`src/rtl/core/rtwf_pkg.sv`:
```
package rtwf_pkg;

    localparam logic [63:0] HI_HALF = 64'hFFFF_FFFF_0000_0000;
    localparam logic [63:0] ALL64   = 64'hFFFF_FFFF_FFFF_FFFF;
    localparam logic [31:0] ALL32   = 32'hFFFF_FFFF;
    localparam logic [63:0] SUB32   = 64'h1_0000_0000;
    localparam int unsigned NUM_PAIRS = 4;

    typedef struct packed {
        logic [63:0] range64_base;
        logic [63:0] range64_size;
        logic [31:0] range32_base;
        logic [31:0] range32_size;
        logic [63:0] known_value;
        logic [63:0] unknown_mask;
    } in_beat_t;

    typedef struct packed {
        logic        found;
        logic [63:0] witness;
    } out_beat_t;

    typedef struct packed {
        logic        en;
        logic [63:0] amin;
        logic [63:0] amax;
        logic [31:0] bmin;
        logic [31:0] bmax;
    } pair_t;

    typedef struct packed {
        logic [63:0] tv;
        logic [63:0] tm;
    } tnum_t;

    function automatic logic [63:0] lead_mask(input logic [63:0] v);
        logic [63:0] m;
        m = v;
        m = m | (m >> 1);
        m = m | (m >> 2);
        m = m | (m >> 4);
        m = m | (m >> 8);
        m = m | (m >> 16);
        m = m | (m >> 32);
        return m;
    endfunction

    function automatic logic [63:0] t_next(input tnum_t t, input logic [63:0] z);
        logic [63:0] top;
        logic [63:0] d;
        logic [63:0] fill;
        top = t.tv | t.tm;
        d = z - t.tv;
        fill = d | lead_mask(d & ~t.tm) | ~t.tm;
        if (z >= top) begin
            return top;
        end
        if (z < t.tv) begin
            return t.tv;
        end
        return t.tv | ((fill + 64'd1) & t.tm);
    endfunction

    function automatic logic [63:0] settle(input tnum_t t, input logic [63:0] w);
        if ((w & ~t.tm) == t.tv) begin
            return w;
        end
        return t_next(t, w);
    endfunction

    function automatic logic in32(input logic [63:0] w, input logic [31:0] lo,
                                  input logic [31:0] hi);
        return (lo <= w[31:0]) && (w[31:0] <= hi);
    endfunction

endpackage

```
`src/rtl/core/rtwf_split.sv`:
```
module rtwf_split (
    input  rtwf_pkg::in_beat_t beat,
    output rtwf_pkg::pair_t    pairs [rtwf_pkg::NUM_PAIRS],
    output rtwf_pkg::tnum_t    tn
);
    import rtwf_pkg::*;

    logic        empty;
    logic [63:0] a1hi;
    logic [31:0] c1hi;
    logic        sp64;
    logic        sp32;

    always_comb
    begin
        empty = ((beat.range64_base == ALL64) && (beat.range64_size == ALL64))
             || ((beat.range32_base == ALL32) && (beat.range32_size == ALL32));
        a1hi = beat.range64_base + beat.range64_size;
        c1hi = beat.range32_base + beat.range32_size;
        sp64 = a1hi < beat.range64_base;
        sp32 = c1hi < beat.range32_base;
        tn.tv = beat.known_value;
        tn.tm = beat.unknown_mask;
        pairs[0].en   = !empty;
        pairs[0].amin = beat.range64_base;
        pairs[0].amax = sp64 ? ALL64 : a1hi;
        pairs[0].bmin = beat.range32_base;
        pairs[0].bmax = sp32 ? ALL32 : c1hi;
        pairs[1].en   = !empty && sp32;
        pairs[1].amin = pairs[0].amin;
        pairs[1].amax = pairs[0].amax;
        pairs[1].bmin = '0;
        pairs[1].bmax = c1hi;
        pairs[2].en   = !empty && sp64;
        pairs[2].amin = '0;
        pairs[2].amax = a1hi;
        pairs[2].bmin = pairs[0].bmin;
        pairs[2].bmax = pairs[0].bmax;
        pairs[3].en   = !empty && sp64 && sp32;
        pairs[3].amin = '0;
        pairs[3].amax = a1hi;
        pairs[3].bmin = '0;
        pairs[3].bmax = c1hi;
    end
endmodule

```
`config.mk`:
```
export PLATFORM = sky130hd
export DESIGN_NAME = rtwf_split
export DESIGN_NICKNAME = d
export VERILOG_FILES = /design/src/rtl/core/rtwf_pkg.sv /design/src/rtl/core/rtwf_split.sv
export SDC_FILE = /design/constraint.sdc
export NUM_CORES = 1
export LEC_CHECK = 0
export BUFFER_PORTS_ARGS = -buffer_cell sky130_fd_sc_hd__buf_2
export CAP_MARGIN = 20
export CORE_AREA = 5 5 465 467
export DETAILED_ROUTE_END_ITERATION = 10
export DIE_AREA = 0 0 470 472
export SLEW_MARGIN = 40
export SYNTH_ARGS = -nofsm -noshare
export SYNTH_HDL_FRONTEND = slang
export SYNTH_SLANG_ARGS = --single-unit
```
`constraint.sdc`:
```
create_clock -name vclk -period 7.2
set_input_delay 0.36 -clock vclk [all_inputs]
set_output_delay 0.36 -clock vclk [all_outputs]
set_load 0.02 [all_outputs]
```
Word-level counts from Yosys, hierarchy flattened
Index checks and enable logic that the tools add are counted.

word-level totals
  flip-flop bits (word level) = 0
  bits in latches = 0
  bits in writable memories = 0
  ROM bits = 0
  input bits = 320
  output and inout port bits = 900
  logic and storage cells = 17
  memories = 0

operators by class
  add/sub/neg operators = 2
  $mul = 0
  div/mod/pow operators = 0
  magnitude comparators = 2
  equal/unequal tests = 4
  shifts and indexed selects = 0
  multiplexer cells = 2
  bitwise gates (word level) = 0
  reduce and logical (&&, ||, !) cells = 7

operators by type and width
  cell                    number
  $eq A64 B64 Y1 const B  2
  $add A64 B64 Y64        1
  $eq A32 B32 Y1 const B  2
  $lt A64 B64 Y1          1
  $mux W64                1
  $add A32 B32 Y32        1
  $lt A32 B32 Y1          1
  $mux W32                1
  $logic_and A1 B1 Y1     5
  $logic_not A1 Y1        1
  $logic_or A1 B1 Y1      1

Logic depth before layout (Yosys ltp)
Gate-level depths: netlist of run 1.

  depth in word-level cells = 6
  mapped depth = 25
  mapped depth without buffers = 23

Worst setup path before layout of run 1
No wires, ideal clock.

  kind = input port to output port
  start = input beat[207] (netlist bit)
  end = output pairs[657] (netlist bit)
  arrival time = 5.168 ns
  required time = 6.840 ns
  path slack = 1.672 ns
  stages = 22
  path buffers = 4
  path through = ha_1 -> buf_2 -> nand4_1 -> or2_0 -> or3_1 -> o2111ai_2 -> o21ai_2 -> o211ai_2 -> nand2_4 -> o21bai_1 -> xor2_1 -> ha_1 -> nand4_1 -> or4_1 -> o211ai_1 -> nor2_1 -> a2111oi_0 -> or3_1 -> buf_2 -> clkbuf_1 -> nand2b_1 -> buf_4

RTL lines
  what         line             RTL
  from (decl)  rtwf_split.sv:2  input rtwf_pkg::in_beat_t beat,
  to (decl)    rtwf_split.sv:3  output rtwf_pkg::pair_t pairs [rtwf_pkg::NUM_PAIRS],

==> summary.txt, run 1 <==
Global routing
  • Vias in the first global route: 14555
  • Largest net degree at the start of global routing: 26
  • GRT Resource Usage Total: 13.58%
  • Grt ovf: 0
  • First-pass GRT wire length: 190300 um
  • Initial antenna violation count: 95

STA
  • Setup Viol. Count Final: 0
  • Rel. slew slack: 39.98%
  • Slew Limit Fails: 0
  • RSZ-0062 raised after global routing: no
  • Min Clock Period, post-route: 6.764 ns
  • Final hold vios: 0
  • Max Freq: 147.9 MHz
  • Final worst path period share: 93.94%
  • Setup TNS Final: 0 ns
  • Worst slew pin tran: 0.8939 ns
  • Fin worst setup slack: 0.4364 ns

Route
  • Vias/cell: 2.937
  • Wirelength, routed: 161000 um
  • Residual DRC count: 0
  • DRT antenna net count: 0
  • Vias: 15069
  • DR WL/cell: 31.39 um
  • Initial DRC Count: 892
  • Drt pass-1 iters: 5

Status
  • Outcome: finished clean

Synthesis
  • Mean Syn Cell Area: 7.125 um^2
  • Simple-Gate Fraction of Synth Area: 15.92%
  • Netlist cell types: 70
  • Adder-cell share of the synthesized area: 17.13%
  • Largest family of logic cells by synthesized area: buffers and inverters
  • Mux share of post-synthesis cell area: 0.1881%
  • Post-Syn Instances: 1960
  • Xor and xnor area share after synthesis: 5.519%
  • Register area share after synthesis: 0%
  • Yosys Warn Count: 0
  • Synth Area in Compound Gates: 18.89%
  • Mapped Area: 13970 um^2

Placement
  • Routability cong.: 0.9655
  • Pre-CTS WS: 0.2909 ns
  • Dpl hpwl: 149500 um
  • IO Port Bufs: 772

Cells and area
  • Seq. cell area: 0 um^2
  • Final nets: 2800
  • Fillcell total: 24909
  • Clock buffer cells: 0
  • Share of cells above drive strength 1: 40.43%
  • Commonest cells after routing, fill and taps aside: buf_2 (756), conb_1 (192), ha_1 (188)
  • Sequential cells: 0
  • Layout area overhead: 28.19%
  • Commonest non-fill, non-tap cell in the layout: buf_2

Floorplan
  • Die width: 470 um
  • Core ar.: 211200 um^2
  • Die area: 221800 um^2
  • Initial Utilization: 6.611%
  • Cell Rows: 169
  • Die H: 472 um
  • Ports: 1220

Clocking
  • Hold Buf Count CTS: 0
  • Postcts setup bufs: 0
  • Post-CTS Resized: 0

Worst setup path
  • Critical Path, Cell by Cell: buf_2, ha_1, nand3_1, nor4_1, a211oi_1, o41ai_4, nand3_2, o211ai_2, a21oi_1, o21ai_0, xor2_1, ha_1, nand4_1, or4_1, o211ai_1, nor2_1, a2111oi_0, or3_4, buf_12, buf_4, nand2b_1, buf_2
  • Crit-path slowest cell: xor2_1
  • Arrival @ worst endpoint: 6.40 ns
  • CP Launch Type: input pin
  • Worst EP required: 6.84 ns
  • Crit-path max FO: 22
  • Element type at the critical path end: primary output
  • Crit-path max cell delay: 0.55 ns
  • WS Path Type: input pin to primary output

Min path
  • Hold Crit Class: input pin to primary output
  • Hold path depth: 0

Flow run
  • Max cap viols: 0
[final timing paths]
check             startpoint         end  slack, ns
setup / recovery   beat[273]  pairs[456]       0.44
hold / removal     beat[108]     tn[108]       0.72
[layer usage]
layer  vias to the layer above  share of wire, %  GRT usage [%]  wire length, um
met3                       166                14          7.908            23230
li1                       6534                 -              -                -
met4                        14               3.0          3.262             4897
met5                         -             0.043              0               70
met1                      7026                31          12.27            49510
met2                      1329                52          25.85            83300
[worst max-delay path: cells and delay by family]
kind                     cells  cell delay [ns]
AND/OR/NAND/NOR              8             2.25
buffers and inverters        4             0.88
XOR/XNOR                     1             0.55
AO/OA/AOI/OAI                7             1.57
adder cells (fa/ha/maj)      2             0.70
[synth_stat cells, types with 5 or more instances]
cell      instances  area [um^2]
a211oi_1         14        105.1
a21o_1           80        600.6
a21oi_1         128        640.6
a31oi_1          13        81.33
and3_1            7        43.79
buf_2             8        40.04
buf_4           704         5285
clkbuf_1         32        120.1
ha_1            188         2352
inv_1           123        461.7
nand2_1          62        232.7
nand2b_1         91        569.3
nand3_1          22        110.1
nand4_1          93        581.8
nor2_1           76        285.3
nor2b_1           7        43.79
nor3_1            9        45.04
nor4_1           15        93.84
o211ai_1         10        75.07
o21a_1           15        112.6
o21ai_0          54        270.3
o21ai_1           9        45.04
o21bai_1         23        172.7
o31ai_1           5        37.54
or2_2            10        62.56
or3_1             7        43.79
xnor2_1          58        508.0
xor2_1           30        262.8
[final cells by class]
cell class / instances / area, um^2 / area share, %
well taps: 2821 / 3530 / 19.72
repair buffers: 882 / 4980 / 27.82
diodes: 21 / 52.55 / 0.2935
multi-input cells: 1283 / 8879 / 49.59
inverters: 123 / 461.7 / 2.579
[logic make-up after synthesis]
| kind of cell | count (synthesis) |
|---|---|
| buf+inv | 868 |
| simple gates | 413 |
| compound gates | 398 |
| fa+ha+maj | 190 |
| xor+xnor | 88 |
| mux | 2 |
| other cells | 1 |
[through the flow]
step	util [%]	area [um^2]	hold WS (ns)	instances
6_report	8.475	17900	0.7201	5130
5_1_grt	8.463	17880	0.7201	5120
4_1_cts	8.450	17850	0.7202	5109
3_5_place_dp	8.450	17850	0.7202	5109
3_3_place_gp	8.412	17770	0.7202	5108
2_1_floorplan	-	14680	0.8326	2151
==> run 2, diff against run 1 <==
--- a/config.mk
+++ b/config.mk
@@ -7,9 +7,9 @@
 export LEC_CHECK = 0
 export BUFFER_PORTS_ARGS = -buffer_cell sky130_fd_sc_hd__buf_2
 export CAP_MARGIN = 20
-export CORE_AREA = 5 5 465 467
+export CORE_AREA = 5 5 472 474
 export DETAILED_ROUTE_END_ITERATION = 10
-export DIE_AREA = 0 0 470 472
+export DIE_AREA = 0 0 477 479
 export SLEW_MARGIN = 40
 export SYNTH_ARGS = -nofsm -noshare
 export SYNTH_HDL_FRONTEND = slang
==> summary.txt, run 2 (synthesis gave the netlist of run 1 again) <==
Flow run
  • Max cap viols: 0 (unchanged)

Floorplan
  • Cell Rows: 172 (+1.8%)
  • Ports: 1220 (unchanged)
  • Die width: 477 um (+1.5%)
  • Initial Utilization: 6.394% (-0.22 points)
  • Die H: 479 um (+1.5%)
  • Core ar.: 218400 um^2 (+3.4%)
  • Die area: 228500 um^2 (+3.0%)

STA
  • Rel. slew slack: 36.73% (-3.2 points)
  • Final hold vios: 0 (unchanged)
  • Setup TNS Final: 0 ns (unchanged)
  • Slew Limit Fails: 0 (unchanged)
  • Final worst path period share: 91.26% (-2.7 points)
  • Max Freq: 152.2 MHz (+2.9%)
  • Worst slew pin tran: 0.9410 ns (+0.04707 ns)
  • Fin worst setup slack: 0.6292 ns (+0.1929 ns)
  • Min Clock Period, post-route: 6.571 ns (-0.1929 ns)
  • RSZ-0062 raised after global routing: no
  • Setup Viol. Count Final: 0 (unchanged)

Cells and area
  • Commonest non-fill, non-tap cell in the layout: buf_2
  • Layout Cells excl Fill: 5212 (+1.6%)
  • Commonest cells after routing, fill and taps aside: buf_2 (772), conb_1 (192), ha_1 (188)
  • Final nets: 2817 (+0.61%)
  • Clock buffer cells: 0 (unchanged)
  • Sequential cells: 0 (unchanged)
  • Seq. cell area: 0 um^2 (unchanged)
  • Layout area overhead: 27.85%
  • Post-route cell area: 17860 um^2 (-0.26%)
  • Share of cells above drive strength 1: 40.74% (+0.31 points)
  • Fillcell total: 25842 (+3.7%)

Global routing
  • Grt ovf: 0 (unchanged)
  • Vias in the first global route: 14426 (-0.89%)
  • Initial antenna violation count: 95 (unchanged)
  • GRT Resource Usage Total: 13.23% (-0.35 points)
  • First-pass GRT wire length: 190600 um (+0.13%)
  • Largest net degree at the start of global routing: 25 (-3.8%)

Clocking
  • Post-CTS Resized: 0 (unchanged)
  • Hold Buf Count CTS: 0 (unchanged)
  • Postcts setup bufs: 0 (unchanged)

Worst setup path
  • Element type at the critical path end: primary output
  • Arrival @ worst endpoint: 6.21 ns (-0.19 ns)
  • Crit-path max FO: 5 (-77%)
  • Worst EP required: 6.84 ns (about the same)
  • WS Path Type: input pin to primary output
  • CP Launch Type: input pin

Route
  • Vias: 15290 (+1.5%)
  • DRT antenna net count: 0 (unchanged)
  • Vias/cell: 2.934 (-0.13%)
  • Initial DRC Count: 922 (+3.4%)
  • Residual DRC count: 0 (unchanged)
  • Drt pass-1 iters: 5 (unchanged)
  • DR WL/cell: 31.01 um (-1.2%)
  • Wirelength, routed: 161600 um (+0.38%)

Placement
  • IO Port Bufs: 772 (unchanged)
  • Routability cong.: 0.9396 (-2.7%)
  • Pre-CTS WS: 0.3708 ns (+0.07988 ns)
  • Placed cell count: 5176 (+1.3%)
  • Dpl cell area: 17770 um^2 (-0.47%)
  • Dpl hpwl: 150800 um (+0.83%)

Pwr
  • PwrDens: 203.2 nW/um^2
  • Max IR drop VDD: 0.06683 mV
  • Leakage power: 0.008338 uW

Status
  • Outcome: finished clean

Min path
  • Hold Crit Class: input pin to primary output
run 2: where the power goes:
group	leakage [uW]	internal (uW)	total [uW]	switching, uW
logic	0.00834	1020	3630	2610
registers	0	0	0	0
clock network	0.000000225	0.0000665	0.0000667	0
total	0.00834	1020	3630	2610
run 2: path summary, 6_finish.rpt:
kind	from	end	slack (ns)	cells past startpoint
worst max-delay path	beat[256]	pairs[669]	0.63	26
worst min-delay path	beat[63]	tn[63]	0.72	0
run 2: area by class of cell:
| type | count | area (um^2) | area share, % |
|---|---|---|---|
| diodes | 36 | 90.09 | 0.5045 |
| inverters | 123 | 461.7 | 2.586 |
| well taps | 2871 | 3592 | 20.12 |
| repair buffers | 899 | 4855 | 27.19 |
| multi-input cells | 1283 | 8857 | 49.60 |
run 2: stage by stage:
| step | hold slack, ns | total power (uW) | util, % |
|---|---|---|---|
| floorplan | 0.8326 | 2357 | - |
| global placement | 0.7202 | 3721 | 8.113 |
| detailed placement | 0.7202 | 3716 | 8.133 |
| CTS | 0.7202 | 3729 | 8.133 |
| global route | 0.7200 | 3872 | 8.138 |
| finish | 0.7200 | 3628 | 8.174 |
run 2: metal layers:
metal	vias to the layer above	track usage (%)	part of all wire [%]
met2	1433	24.30	50
met4	8	4.591	4.7
li1	6596	-	-
met1	7055	11.73	30
met3	198	8.366	16
met5	-	0	0.034
run 2: critical path, stage by stage:
cell and delay [ns]:
buf_2 0.13, ha_1 0.20, inv_1 0.07, fa_1 0.39, nand2b_1 0.19, a21oi_1 0.14
a211oi_1 0.09, o21bai_1 0.38, a21o_1 0.21, a21oi_2 0.08, o21a_1 0.22, o21ai_0 0.21
xor2_1 0.18, buf_4 0.19, ha_1 0.26, a21o_1 0.16, a21oi_1 0.30, nand2_1 0.13
o21ai_0 0.40, buf_4 0.23, a2111oi_0 0.10, buf_4 0.15, or3_4 0.41, buf_4 0.20
nand2b_1 0.38, buf_2 0.39
(Power assumes the default switching activity.)
